`config.mk`:
```
export PLATFORM = sky130hd
export DESIGN_NAME = status_led_pattern_controller_top
export DESIGN_NICKNAME = d
export VERILOG_FILES = /design/src/hdl/slpc_pkg.sv /design/src/hdl/status_led_pattern_controller_top.sv
export SDC_FILE = /design/constraint.sdc
export NUM_CORES = 1
export LEC_CHECK = 0
export BUFFER_PORTS_ARGS = -buffer_cell sky130_fd_sc_hd__buf_2
export CORE_ASPECT_RATIO = 1.2
export CORE_UTILIZATION = 45
export DETAILED_ROUTE_END_ITERATION = 16
export GPL_ROUTABILITY_DRIVEN = 0
export HOLD_SLACK_MARGIN = 0.1
export PLACE_DENSITY = 0.64
export SYNTH_ARGS = -nofsm -noshare
export SYNTH_HDL_FRONTEND = slang
export SYNTH_SLANG_ARGS = --single-unit
```
`constraint.sdc`:
```
create_clock -name clk_i -period 9.6 [get_ports clk_i]
set_input_delay 0.96 -clock clk_i [delete_from_list [all_inputs] [get_ports clk_i]]
set_output_delay 0.96 -clock clk_i [all_outputs]
set_load 0.1 [all_outputs]
```
`src/hdl/slpc_pkg.sv`:
```
package slpc_pkg;

  // Input item kinds
  localparam logic [2:0] KIND_TICK    = 3'd0;
  localparam logic [2:0] KIND_MODE    = 3'd1;
  localparam logic [2:0] KIND_BATTERY = 3'd2;
  localparam logic [2:0] KIND_TX      = 3'd3;
  localparam logic [2:0] KIND_RX      = 3'd4;

  // Display modes
  localparam logic [2:0] MODE_IDLE   = 3'd0;
  localparam logic [2:0] MODE_USB    = 3'd1;
  localparam logic [2:0] MODE_TCP    = 3'd2;
  localparam logic [2:0] MODE_LOWBAT = 3'd3;
  localparam logic [2:0] MODE_UPDATE = 3'd4;
  localparam logic [2:0] MODE_ERROR  = 3'd5;

  // Register indexes (byte address bits [4:2])
  localparam logic [2:0] REG_BRIGHTNESS = 3'd0;
  localparam logic [2:0] REG_BATT_SHOW  = 3'd1;
  localparam logic [2:0] REG_LINK_PULSE = 3'd2;
  localparam logic [2:0] REG_SLOW_FLASH = 3'd3;
  localparam logic [2:0] REG_UPD_FLASH  = 3'd4;
  localparam logic [2:0] REG_FAST_FLASH = 3'd5;
  localparam logic [2:0] REG_BREATHE    = 3'd6;

  localparam logic [6:0]  BRIGHT_RESET  = 7'd100;
  localparam logic [15:0] SHOW_RESET    = 16'd5000;
  localparam logic [15:0] PULSE_RESET   = 16'd50;
  localparam logic [15:0] SLOW_RESET    = 16'd1000;
  localparam logic [15:0] UPD_RESET     = 16'd250;
  localparam logic [15:0] FAST_RESET    = 16'd150;
  localparam logic [15:0] BREATHE_RESET = 16'd3000;

  localparam logic [6:0]  BRIGHT_MAX  = 7'd100;
  localparam logic [7:0]  DUTY_OFF    = 8'd255;
  localparam logic [7:0]  FULL_LEVEL  = 8'd255;
  localparam logic [7:0]  BATT_HIGH   = 8'd70;
  localparam logic [7:0]  BATT_LOW    = 8'd31;
  localparam logic [15:0] BREATHE_MIN = 16'd2;

  // Shared divider: 32 remainder steps for the phase, 8 quotient steps otherwise
  localparam logic [4:0]  MOD_LAST   = 5'd31;
  localparam logic [4:0]  DIV_LAST   = 5'd7;
  localparam logic [22:0] HUNDRED_X128 = 23'd12800;

  typedef struct packed {
    logic [2:0] kind;
    logic [2:0] mode;
    logic [7:0] battery_pct;
  } in_item_t;

  typedef struct packed {
    logic [7:0] rgb_red_duty;
    logic [7:0] rgb_green_duty;
    logic [7:0] rgb_blue_duty;
    logic [7:0] link_red_duty;
    logic [7:0] link_green_duty;
  } out_item_t;

  typedef enum logic [2:0] {
    ST_IDLE,
    ST_MOD,
    ST_LOAD_LVL,
    ST_LVL,
    ST_LOAD_SCL,
    ST_SCL,
    ST_LOAD_FULL,
    ST_FULL
  } seq_state_e;

endpackage

```
`src/hdl/status_led_pattern_controller_top.sv`:
```
// Status LED pattern controller.
// Input channel in_valid_i/in_stall_o/in_item_i carries one request: a 1 ms
// tick, a mode change, a battery show, or a transmit/receive pulse. Every
// accepted request yields exactly one result on out_valid_o/out_stall_i/
// out_item_o: the five inverted LED duties held after that request.
// Each request walks one shared bit-serial divider: 32 remainder steps
// for the breathing phase (elapsed time modulo the period), then three
// 8-step quotient passes (breathing level, level times brightness over
// 100, full intensity times brightness over 100), each after a load
// state; the commit takes the last step of the final pass. No new
// request is taken until that commit is done.
// The result sits in an output register; the divider runs on while the
// receiver stalls, and only the commit waits for the output to drain.
// Reset turns every LED off (duty 255), selects idle mode, clears all timers
// and loads the register defaults. Registers sit at APB byte address 4*index;
// the user must write them only with no request in progress; not enforced.
module status_led_pattern_controller_top (
  input  logic                clk_i,
  input  logic                rst_ni,
  input  logic                in_valid_i,
  output logic                in_stall_o,
  input  slpc_pkg::in_item_t  in_item_i,
  output logic                out_valid_o,
  input  logic                out_stall_i,
  output slpc_pkg::out_item_t out_item_o,
  input  logic                psel,
  input  logic                penable,
  input  logic                pwrite,
  input  logic [4:0]          paddr,
  input  logic [31:0]         pwdata,
  output logic [31:0]         prdata,
  output logic                pready
);
  import slpc_pkg::*;

  seq_state_e state_q, state_d;
  logic [4:0]  cnt_q, cnt_d;
  logic [31:0] n_q, n_d;
  logic [24:0] r_q, r_d;
  logic [22:0] d_q, d_d;
  logic [7:0]  q_q, q_d;
  logic [7:0]  lvl_duty_q, lvl_duty_d;
  in_item_t    item_q, item_d;

  logic [6:0]  bright_q;
  logic [15:0] show_q, lp_q, slow_q, upd_q, fast_q, bp_q;

  logic [2:0]  cur_mode_q, cur_mode_d;
  logic [31:0] anim_q, anim_d, bat_q, bat_d, pul_q, pul_d;
  logic        lit_q, lit_d, bat_act_q, bat_act_d;
  logic        pul_act_q, pul_act_d, pul_red_q, pul_red_d;
  out_item_t   held_q, held_d;
  logic        out_valid_q, out_valid_d;

  logic        commit_go;
  logic        cfg_wr;

  // ---------------- configuration port ----------------
  assign pready = 1'b1;
  assign cfg_wr = psel & penable & pwrite;

  always_ff @(posedge clk_i or negedge rst_ni) begin
    if (!rst_ni) begin
      bright_q <= BRIGHT_RESET;
      show_q   <= SHOW_RESET;
      lp_q     <= PULSE_RESET;
      slow_q   <= SLOW_RESET;
      upd_q    <= UPD_RESET;
      fast_q   <= FAST_RESET;
      bp_q     <= BREATHE_RESET;
    end else if (cfg_wr) begin
      case (paddr[4:2])
        REG_BRIGHTNESS: begin
          bright_q <= (pwdata[6:0] > BRIGHT_MAX) ? BRIGHT_MAX : pwdata[6:0];
        end
        REG_BATT_SHOW:  show_q <= pwdata[15:0];
        REG_LINK_PULSE: lp_q   <= pwdata[15:0];
        REG_SLOW_FLASH: slow_q <= pwdata[15:0];
        REG_UPD_FLASH:  upd_q  <= pwdata[15:0];
        REG_FAST_FLASH: fast_q <= pwdata[15:0];
        REG_BREATHE:    bp_q   <= pwdata[15:0];
        default: ;
      endcase
    end
  end

  always_comb begin
    case (paddr[4:2])
      REG_BRIGHTNESS: prdata = {25'd0, bright_q};
      REG_BATT_SHOW:  prdata = {16'd0, show_q};
      REG_LINK_PULSE: prdata = {16'd0, lp_q};
      REG_SLOW_FLASH: prdata = {16'd0, slow_q};
      REG_UPD_FLASH:  prdata = {16'd0, upd_q};
      REG_FAST_FLASH: prdata = {16'd0, fast_q};
      REG_BREATHE:    prdata = {16'd0, bp_q};
      default:        prdata = 32'd0;
    endcase
  end

  // ---------------- sequencer ----------------
  always_comb begin
    state_d = state_q;
    case (state_q)
      ST_IDLE:      if (in_valid_i) state_d = ST_MOD;
      ST_MOD:       if (cnt_q == '0) state_d = ST_LOAD_LVL;
      ST_LOAD_LVL:  state_d = ST_LVL;
      ST_LVL:       if (cnt_q == '0) state_d = ST_LOAD_SCL;
      ST_LOAD_SCL:  state_d = ST_SCL;
      ST_SCL:       if (cnt_q == '0) state_d = ST_LOAD_FULL;
      ST_LOAD_FULL: state_d = ST_FULL;
      ST_FULL:      if (cnt_q == '0 && (!out_valid_q || !out_stall_i)) state_d = ST_IDLE;
      default:      state_d = ST_IDLE;
    endcase
  end

  always_comb begin
    in_stall_o = (state_q != ST_IDLE);
    commit_go  = (state_q == ST_FULL) && (cnt_q == '0) && (!out_valid_q || !out_stall_i);
  end

  // ---------------- bit-serial divider datapath ----------------
  logic [16:0] mod_shift, mod_next;
  logic        mod_ge;
  logic        div_ge;
  logic [24:0] div_rem;
  logic [15:0] phase;
  logic        first_half;
  logic [16:0] tri_x;
  logic [24:0] tri_x_w;
  logic [7:0]  level;
  logic [14:0] lvl_prod, full_prod;

  assign mod_shift  = {r_q[15:0], n_q[31]};
  assign mod_ge     = mod_shift >= {1'b0, bp_q};
  assign mod_next   = mod_ge ? (mod_shift - {1'b0, bp_q}) : mod_shift;
  assign div_ge     = r_q >= {2'b00, d_q};
  assign div_rem    = r_q - {2'b00, d_q};
  assign phase      = r_q[15:0];
  assign first_half = {phase, 1'b0} < {1'b0, bp_q};
  assign tri_x      = first_half ? {1'b0, phase} : ({1'b0, bp_q} - {1'b0, phase});
  assign tri_x_w    = {8'd0, tri_x};
  assign level      = (bp_q < BREATHE_MIN) ? 8'd0 : q_q;
  assign lvl_prod   = {7'd0, level} * {8'd0, bright_q};
  assign full_prod  = {7'd0, FULL_LEVEL} * {8'd0, bright_q};

  always_comb begin
    cnt_d      = cnt_q;
    n_d        = n_q;
    r_d        = r_q;
    d_d        = d_q;
    q_d        = q_q;
    lvl_duty_d = lvl_duty_q;
    item_d     = item_q;
    case (state_q)
      ST_IDLE: begin
        if (in_valid_i) begin
          item_d = in_item_i;
          n_d    = anim_q + 32'd1;
          r_d    = '0;
          cnt_d  = MOD_LAST;
        end
      end
      ST_MOD: begin
        r_d   = {8'd0, mod_next};
        n_d   = {n_q[30:0], 1'b0};
        cnt_d = cnt_q - 5'd1;
      end
      ST_LOAD_LVL: begin
        // 510*x as (x<<9) - (x<<1)
        r_d   = (tri_x_w << 9) - (tri_x_w << 1);
        d_d   = {bp_q, 7'd0};
        cnt_d = DIV_LAST;
      end
      ST_LOAD_SCL: begin
        r_d   = {10'd0, lvl_prod};
        d_d   = HUNDRED_X128;
        cnt_d = DIV_LAST;
      end
      ST_LOAD_FULL: begin
        lvl_duty_d = DUTY_OFF - q_q;
        r_d        = {10'd0, full_prod};
        d_d        = HUNDRED_X128;
        cnt_d      = DIV_LAST;
      end
      ST_LVL, ST_SCL, ST_FULL: begin
        if (cnt_q != '0 || state_q != ST_FULL || commit_go) begin
          // hold the last quotient while the commit waits
          if (!(state_q == ST_FULL && cnt_q == '0)) begin
            r_d   = div_ge ? div_rem : r_q;
            q_d   = {q_q[6:0], div_ge};
            d_d   = {1'b0, d_q[22:1]};
            cnt_d = cnt_q - 5'd1;
          end
        end
      end
      default: ;
    endcase
  end

  // ---------------- commit of the item's effect ----------------
  logic [31:0] anim_inc, bat_inc, pul_inc;
  logic [15:0] flash_half;
  logic        flash_due, lit_new;
  logic [7:0]  full_duty, lit_duty;

  assign anim_inc = anim_q + 32'd1;
  assign bat_inc  = bat_q + 32'd1;
  assign pul_inc  = pul_q + 32'd1;

  always_comb begin
    case (cur_mode_q)
      MODE_LOWBAT: flash_half = slow_q;
      MODE_UPDATE: flash_half = upd_q;
      default:     flash_half = fast_q;
    endcase
  end

  assign flash_due = anim_inc >= {16'd0, flash_half};
  assign lit_new   = flash_due ? !lit_q : lit_q;
  assign lit_duty  = lit_new ? full_duty : DUTY_OFF;

  // In ST_FULL at cnt 0 the quotient of 255*brightness/100 still needs its
  // final step; finish it here for the commit.
  assign full_duty = DUTY_OFF - {q_q[6:0], div_ge};

  always_comb begin
    cur_mode_d = cur_mode_q;
    anim_d     = anim_q;
    bat_d      = bat_q;
    pul_d      = pul_q;
    lit_d      = lit_q;
    bat_act_d  = bat_act_q;
    pul_act_d  = pul_act_q;
    pul_red_d  = pul_red_q;
    held_d     = held_q;
    case (item_q.kind)
      KIND_TICK: begin
        anim_d = anim_inc;
        bat_d  = bat_inc;
        pul_d  = pul_inc;
        if (bat_act_q) begin
          if (bat_inc >= {16'd0, show_q}) begin
            bat_act_d = 1'b0;
            anim_d    = '0;
          end
        end else begin
          case (cur_mode_q)
            MODE_USB: begin
              held_d.rgb_red_duty   = DUTY_OFF;
              held_d.rgb_green_duty = DUTY_OFF;
              held_d.rgb_blue_duty  = full_duty;
            end
            MODE_TCP: begin
              held_d.rgb_red_duty   = DUTY_OFF;
              held_d.rgb_green_duty = full_duty;
              held_d.rgb_blue_duty  = DUTY_OFF;
            end
            MODE_LOWBAT, MODE_UPDATE, MODE_ERROR: begin
              if (flash_due) anim_d = '0;
              lit_d                 = lit_new;
              held_d.rgb_red_duty   = lit_duty;
              held_d.rgb_green_duty = (cur_mode_q == MODE_UPDATE) ? lit_duty : DUTY_OFF;
              held_d.rgb_blue_duty  = DUTY_OFF;
            end
            default: begin
              held_d.rgb_red_duty   = DUTY_OFF;
              held_d.rgb_green_duty = DUTY_OFF;
              held_d.rgb_blue_duty  = lvl_duty_q;
            end
          endcase
        end
        if (pul_act_q) begin
          held_d.link_red_duty   = pul_red_q ? full_duty : DUTY_OFF;
          held_d.link_green_duty = pul_red_q ? DUTY_OFF : full_duty;
          if (pul_inc >= {16'd0, lp_q}) pul_act_d = 1'b0;
        end else begin
          held_d.link_red_duty   = DUTY_OFF;
          held_d.link_green_duty = DUTY_OFF;
        end
      end
      KIND_MODE: begin
        if (item_q.mode != cur_mode_q) begin
          cur_mode_d = item_q.mode;
          anim_d     = '0;
          lit_d      = 1'b0;
        end
      end
      KIND_BATTERY: begin
        bat_act_d             = 1'b1;
        bat_d                 = '0;
        held_d.rgb_red_duty   = DUTY_OFF;
        held_d.rgb_green_duty = DUTY_OFF;
        held_d.rgb_blue_duty  = DUTY_OFF;
        if (item_q.battery_pct > BATT_HIGH) begin
          held_d.rgb_blue_duty = full_duty;
        end else if (item_q.battery_pct >= BATT_LOW) begin
          held_d.rgb_green_duty = full_duty;
        end else begin
          held_d.rgb_red_duty = full_duty;
        end
      end
      KIND_TX, KIND_RX: begin
        pul_act_d = 1'b1;
        pul_red_d = (item_q.kind == KIND_TX);
        pul_d     = '0;
      end
      default: ;
    endcase
  end

  always_comb begin
    out_valid_d = out_valid_q && out_stall_i;
    if (commit_go) out_valid_d = 1'b1;
  end

  assign out_valid_o = out_valid_q;
  assign out_item_o  = held_q;

  // ---------------- registers ----------------
  always_ff @(posedge clk_i or negedge rst_ni) begin
    if (!rst_ni) begin
      state_q     <= ST_IDLE;
      cnt_q       <= '0;
      out_valid_q <= 1'b0;
      cur_mode_q  <= MODE_IDLE;
      anim_q      <= '0;
      bat_q       <= '0;
      pul_q       <= '0;
      lit_q       <= 1'b0;
      bat_act_q   <= 1'b0;
      pul_act_q   <= 1'b0;
      pul_red_q   <= 1'b0;
      held_q      <= {5{DUTY_OFF}};
    end else begin
      state_q     <= state_d;
      cnt_q       <= cnt_d;
      out_valid_q <= out_valid_d;
      if (commit_go) begin
        cur_mode_q <= cur_mode_d;
        anim_q     <= anim_d;
        bat_q      <= bat_d;
        pul_q      <= pul_d;
        lit_q      <= lit_d;
        bat_act_q  <= bat_act_d;
        pul_act_q  <= pul_act_d;
        pul_red_q  <= pul_red_d;
        held_q     <= held_d;
      end
    end
  end

  always_ff @(posedge clk_i) begin
    n_q        <= n_d;
    r_q        <= r_d;
    d_q        <= d_d;
    q_q        <= q_d;
    lvl_duty_q <= lvl_duty_d;
    item_q     <= item_d;
  end

  // ---------------- assertions ----------------
  a_valid_after_commit: assert property (@(posedge clk_i) disable iff (!rst_ni)
    $rose(out_valid_q) |-> $past(commit_go))
    else $error("result raised without a commit");

  a_bright_range: assert property (@(posedge clk_i) disable iff (!rst_ni)
    bright_q <= BRIGHT_MAX)
    else $error("brightness above 100");

  a_phase_below_period: assert property (@(posedge clk_i) disable iff (!rst_ni)
    (state_q == ST_LOAD_LVL && bp_q != 16'd0) |-> (r_q[16:0] < {1'b0, bp_q}))
    else $error("breathing phase not reduced below the period");

  a_mod_length: assert property (@(posedge clk_i) disable iff (!rst_ni)
    (state_q == ST_MOD && cnt_q == '0) |=> (state_q == ST_LOAD_LVL))
    else $error("remainder pass ended at the wrong step");

  a_commit_waits: assert property (@(posedge clk_i) disable iff (!rst_ni)
    (state_q == ST_FULL && cnt_q == '0 && out_valid_q && out_stall_i)
      |=> (state_q == ST_FULL && $stable(held_q)))
    else $error("commit overwrote a result still waiting");

endmodule

```
==> results.json <==
{
  "post_synth_num_cell_types": 94,
  "synth-simple-area-share_pct": 17.20,
  "netlist_top_cells_area": "sky130_fd_sc_hd__dfrtp_1 17%, sky130_fd_sc_hd__edfxtp_1 12%, sky130_fd_sc_hd__ha_1 8.6%",
  "cts-buffers-inserted": 43,
  "clock_insertion_delay_worst_skew_ns": 0.58,
  "groute.usage.overall_pct": 25.41,
  "tritoncts_clock_tree": "built",
  "number_of_global_route_vias_before_repair": 22400,
  "ant_nets": 0,
  "post_synth_fa_ha_maj_area_fraction_pct": 12.36,
  "setup.worst_path.start_class": "flip-flop",
  "rsz0062_at_grt": "no",
  "fin_crit_sh_pct": 67.14,
  "via_per_instance_ratio": 5.991,
  "cts_hold_repair.buffers": 0,
  "clock_sink_count": 365,
  "port_buffers": 97,
  "most-common-layout-cells": "280 x sky130_fd_sc_hd__nand2_1, 215 x sky130_fd_sc_hd__o21ai_0, 211 x sky130_fd_sc_hd__inv_1",
  "worstPathRequired_ns": 9.89,
  "first_iter_violations": 2019,
  "initial_utilization_pct": 45.84,
  "min_period_ns": 6.445,
  "r2r-end": "r_q[13]",
  "slew_at_the_pin_closest_to_its_max_slew_limit_ns": 1.211,
  "core_area_sq_um": 58860,
  "rows": 97,
  "status": "finished clean",
  "drv_slew": 0,
  "post_route_cells_drive_above_1_share_pct": 13.73,
  "hold_class": "input pin to asynchronous set/reset pin",
  "cp_data_arrival_time_ns": 6.74,
  "layout_nets": 3260,
  "post-route-drc-count": 0,
  "synth_largest_type_area_fraction_pct": 16.79,
  "yosysWarnings": 0,
  "grt_pass1_wl_um": 123400,
  "area_growth_syn_to_layout_pct": 9.112,
  "globalRoute.totalOverflow": 0,
  "mappedNetlistArea_sq_um": 26980,
  "synth_compound_area_share_pct": 18.40,
  "final_total_negative_setup_slack_ns": 0,
  "yosys_register_bits": 365,
  "timing.critical_path.slowest_stage_cell": "sky130_fd_sc_hd__nor4_1",
  "post_cts_buffers": 0,
  "maxSlewHeadroom_pct": 19.29,
  "die_y_um": 270.2,
  "holdWs_ns": 0.4734,
  "clkSlewWorstSetupHoldPaths_ns": 0.06,
  "worst_r2r_startpoint": "bp_q[15]",
  "cts.htree.levels": 2,
  "timing.clock.skew_ns": 0.01281,
  "ff2ff_setup_slack_ns": 3.15,
  "io_pins": 133,
  "power_density_nw_per_um2": 375.9,
  "synth_top_flop_cell": "sky130_fd_sc_hd__dfrtp_1",
  "max_cap_viol_count": 0,
  "num_vias": 22730,
  "fill_cells": 5493,
  "leakagePower_uw": 0.01288,
  "yosysSeqAreaShare_pct": 36.24,
  "commonest_non_fill_non_tap_cell_in_the_layout": "sky130_fd_sc_hd__nand2_1",
  "post_synth_edffs": 110,
  "synth_mux_area_share_pct": 4.948,
  "synth_top_area_cell": "sky130_fd_sc_hd__dfrtp_1",
  "dp_hpwl_um": 57040,
  "critical_path_capture_point_type": "flip-flop",
  "design.die.area_sq_um": 60940,
  "grt_antenna_before_repair": 10,
  "final_hold_viol_count": 0,
  "synth_top_family_by_area": "compound AO/OA/AOI/OAI gates",
  "critical_path.max_stage_delay_ns": 0.53,
  "rr_worst_depth": 22,
  "ir_worst_vdd_v": 0.0001763,
  "sequence_of_cells_on_the_critical_path": "nor4_1, nand4_1, buf_4, and3_1, fa_1, inv_1, fa_1, inv_1, fa_1, inv_1, fa_1, inv_1, ha_1, nor2b_1, a31oi_1, a21oi_1, a31oi_1, o21bai_1, a21oi_1, xnor2_1, a22oi_1, o211ai_1",
  "fmax_mhz": 155.1,
  "synth-async-reset-ratio_pct": 69.86,
  "cts.path.max_buffers": 3,
  "cts_root_buffer": "sky130_fd_sc_hd__clkbuf_16",
  "wire_per_inst_um": 20.38,
  "detailedRoute.firstPassIterationCount": 5,
  "synth_xor_area_share_pct": 5.064,
  "critical_path_peak_fanout": 56,
  "syn_inst": 2964,
  "synthesis.area_per_instance_sq_um": 9.103,
  "die_width_um": 225.5,
  "cts.repair.resized": 0,
  "post_route_wl_um": 77340,
  "critPathKind": "flip-flop to flip-flop",
  "largest_net_degree_at_the_start_of_global_routing": 114,
  "timing.final.setup_violations": 0
}
[layout make-up]
class                           count  area, sq um  area share (%)
Inverter                          212        795.8           2.703
Clock inverter                     18        176.4          0.5993
Clock buffer                       62         1303           4.424
Antenna cell                        2        5.005         0.01700
Tap cell                          792        991.0           3.366
Multi-Input combinational cell   2224        15720           53.41
Timing Repair Buffer              120        668.1           2.270
Sequential cell                   365         9777           33.21
[state kept, by name (all words and copies together) (netlist names), 23 cells and up]
| register | flops |
|---|---|
| pul_q | 32 |
| n_q | 32 |
| out_item_o | 40 |
| r_q | 25 |
| bat_q | 32 |
| d_q | 23 |
| anim_q | 32 |
[power breakdown]
group          internal (uW)  leakage [uW]  switching (uW)
clock network           1010      0.000736             701
registers               2230       0.00402             488
logic                   2570       0.00812            4060
[through the flow]
| step | area [sq um] | utilization [%] | std cells | power, uW | setup WS, ns |
|---|---|---|---|---|---|
| after floorplan | 27040 | - | 2979 | 7711 | 4.239 |
| after global placement | 27960 | 47.49 | 3713 | 9089 | 3.195 |
| after detailed placement | 27960 | 47.49 | 3713 | 9265 | 3.190 |
| after CTS | 29430 | 50.01 | 3793 | 11040 | 3.177 |
| after global routing | 29430 | 50.01 | 3793 | 11900 | 2.904 |
| final | 29440 | 50.01 | 3795 | 11070 | 3.155 |
[metal layers]
layer	vias up	global-route usage, %	wire length, um
met5	-	0	80
li1	10680	-	-
met2	695	43.64	38100
met1	11170	31.53	31610
met4	12	10.72	3291
met3	179	3.819	4258
[synth_stat cells (24+ instances only)]
library cell and number:
sky130_fd_sc_hd__nor4_1 27, sky130_fd_sc_hd__mux2_2 85, sky130_fd_sc_hd__xnor2_1 97, sky130_fd_sc_hd__nand3_1 84, sky130_fd_sc_hd__and3_1 69, sky130_fd_sc_hd__clkbuf_1 140
sky130_fd_sc_hd__nor2b_1 31, sky130_fd_sc_hd__a211oi_1 24, sky130_fd_sc_hd__o22ai_1 56, sky130_fd_sc_hd__ha_1 185, sky130_fd_sc_hd__nor3_1 45, sky130_fd_sc_hd__fa_1 51
sky130_fd_sc_hd__dfrtp_1 181, sky130_fd_sc_hd__dfstp_2 74, sky130_fd_sc_hd__nand4_1 37, sky130_fd_sc_hd__xor2_1 59, sky130_fd_sc_hd__a31oi_1 48, sky130_fd_sc_hd__a21oi_1 139
sky130_fd_sc_hd__o31ai_1 29, sky130_fd_sc_hd__nor2_1 212, sky130_fd_sc_hd__a221oi_1 24, sky130_fd_sc_hd__o21ai_0 216, sky130_fd_sc_hd__edfxtp_1 110, sky130_fd_sc_hd__nand2b_1 25
sky130_fd_sc_hd__inv_1 211, sky130_fd_sc_hd__nand2_1 280, sky130_fd_sc_hd__a21o_1 61
[critical path, delay by kind of cell, from the launching register on]
kind            cells  cell delay [ns]
flops               1             0.42
simple gates        4             1.20
compound gates      7             1.49
buf+inv             5             0.53
xor+xnor            1             0.12
fa+ha+maj           5             2.39
[worst max path at each step]
stage	from	end	slack [ns]	cells past startpoint
2_1_floorplan	bp_q[15]	r_q[12]	4.24	21
3_3_place_gp	bp_q[15]	r_q[13]	3.19	22
3_5_place_dp	bp_q[15]	r_q[13]	3.19	22
4_1_cts	bp_q[15]	r_q[13]	3.18	22
5_1_grt	bp_q[15]	r_q[13]	2.90	22
6_report	bp_q[15]	r_q[13]	3.15	22
[cells by family (layout without fill, tap and decap cells)]
| group | after synthesis | count (layout) |
|---|---|---|
| flip-flops | 365 | 365 |
| AND/OR/NAND/NOR | 931 | 931 |
| AO/OA/AOI/OAI | 770 | 770 |
| multiplexers | 114 | 114 |
| XOR/XNOR | 156 | 156 |
| adder cells (fa/ha/maj) | 236 | 236 |
| other | 2 | 19 |
| buffers and inverters | 390 | 412 |
(Power assumes the default switching activity.)
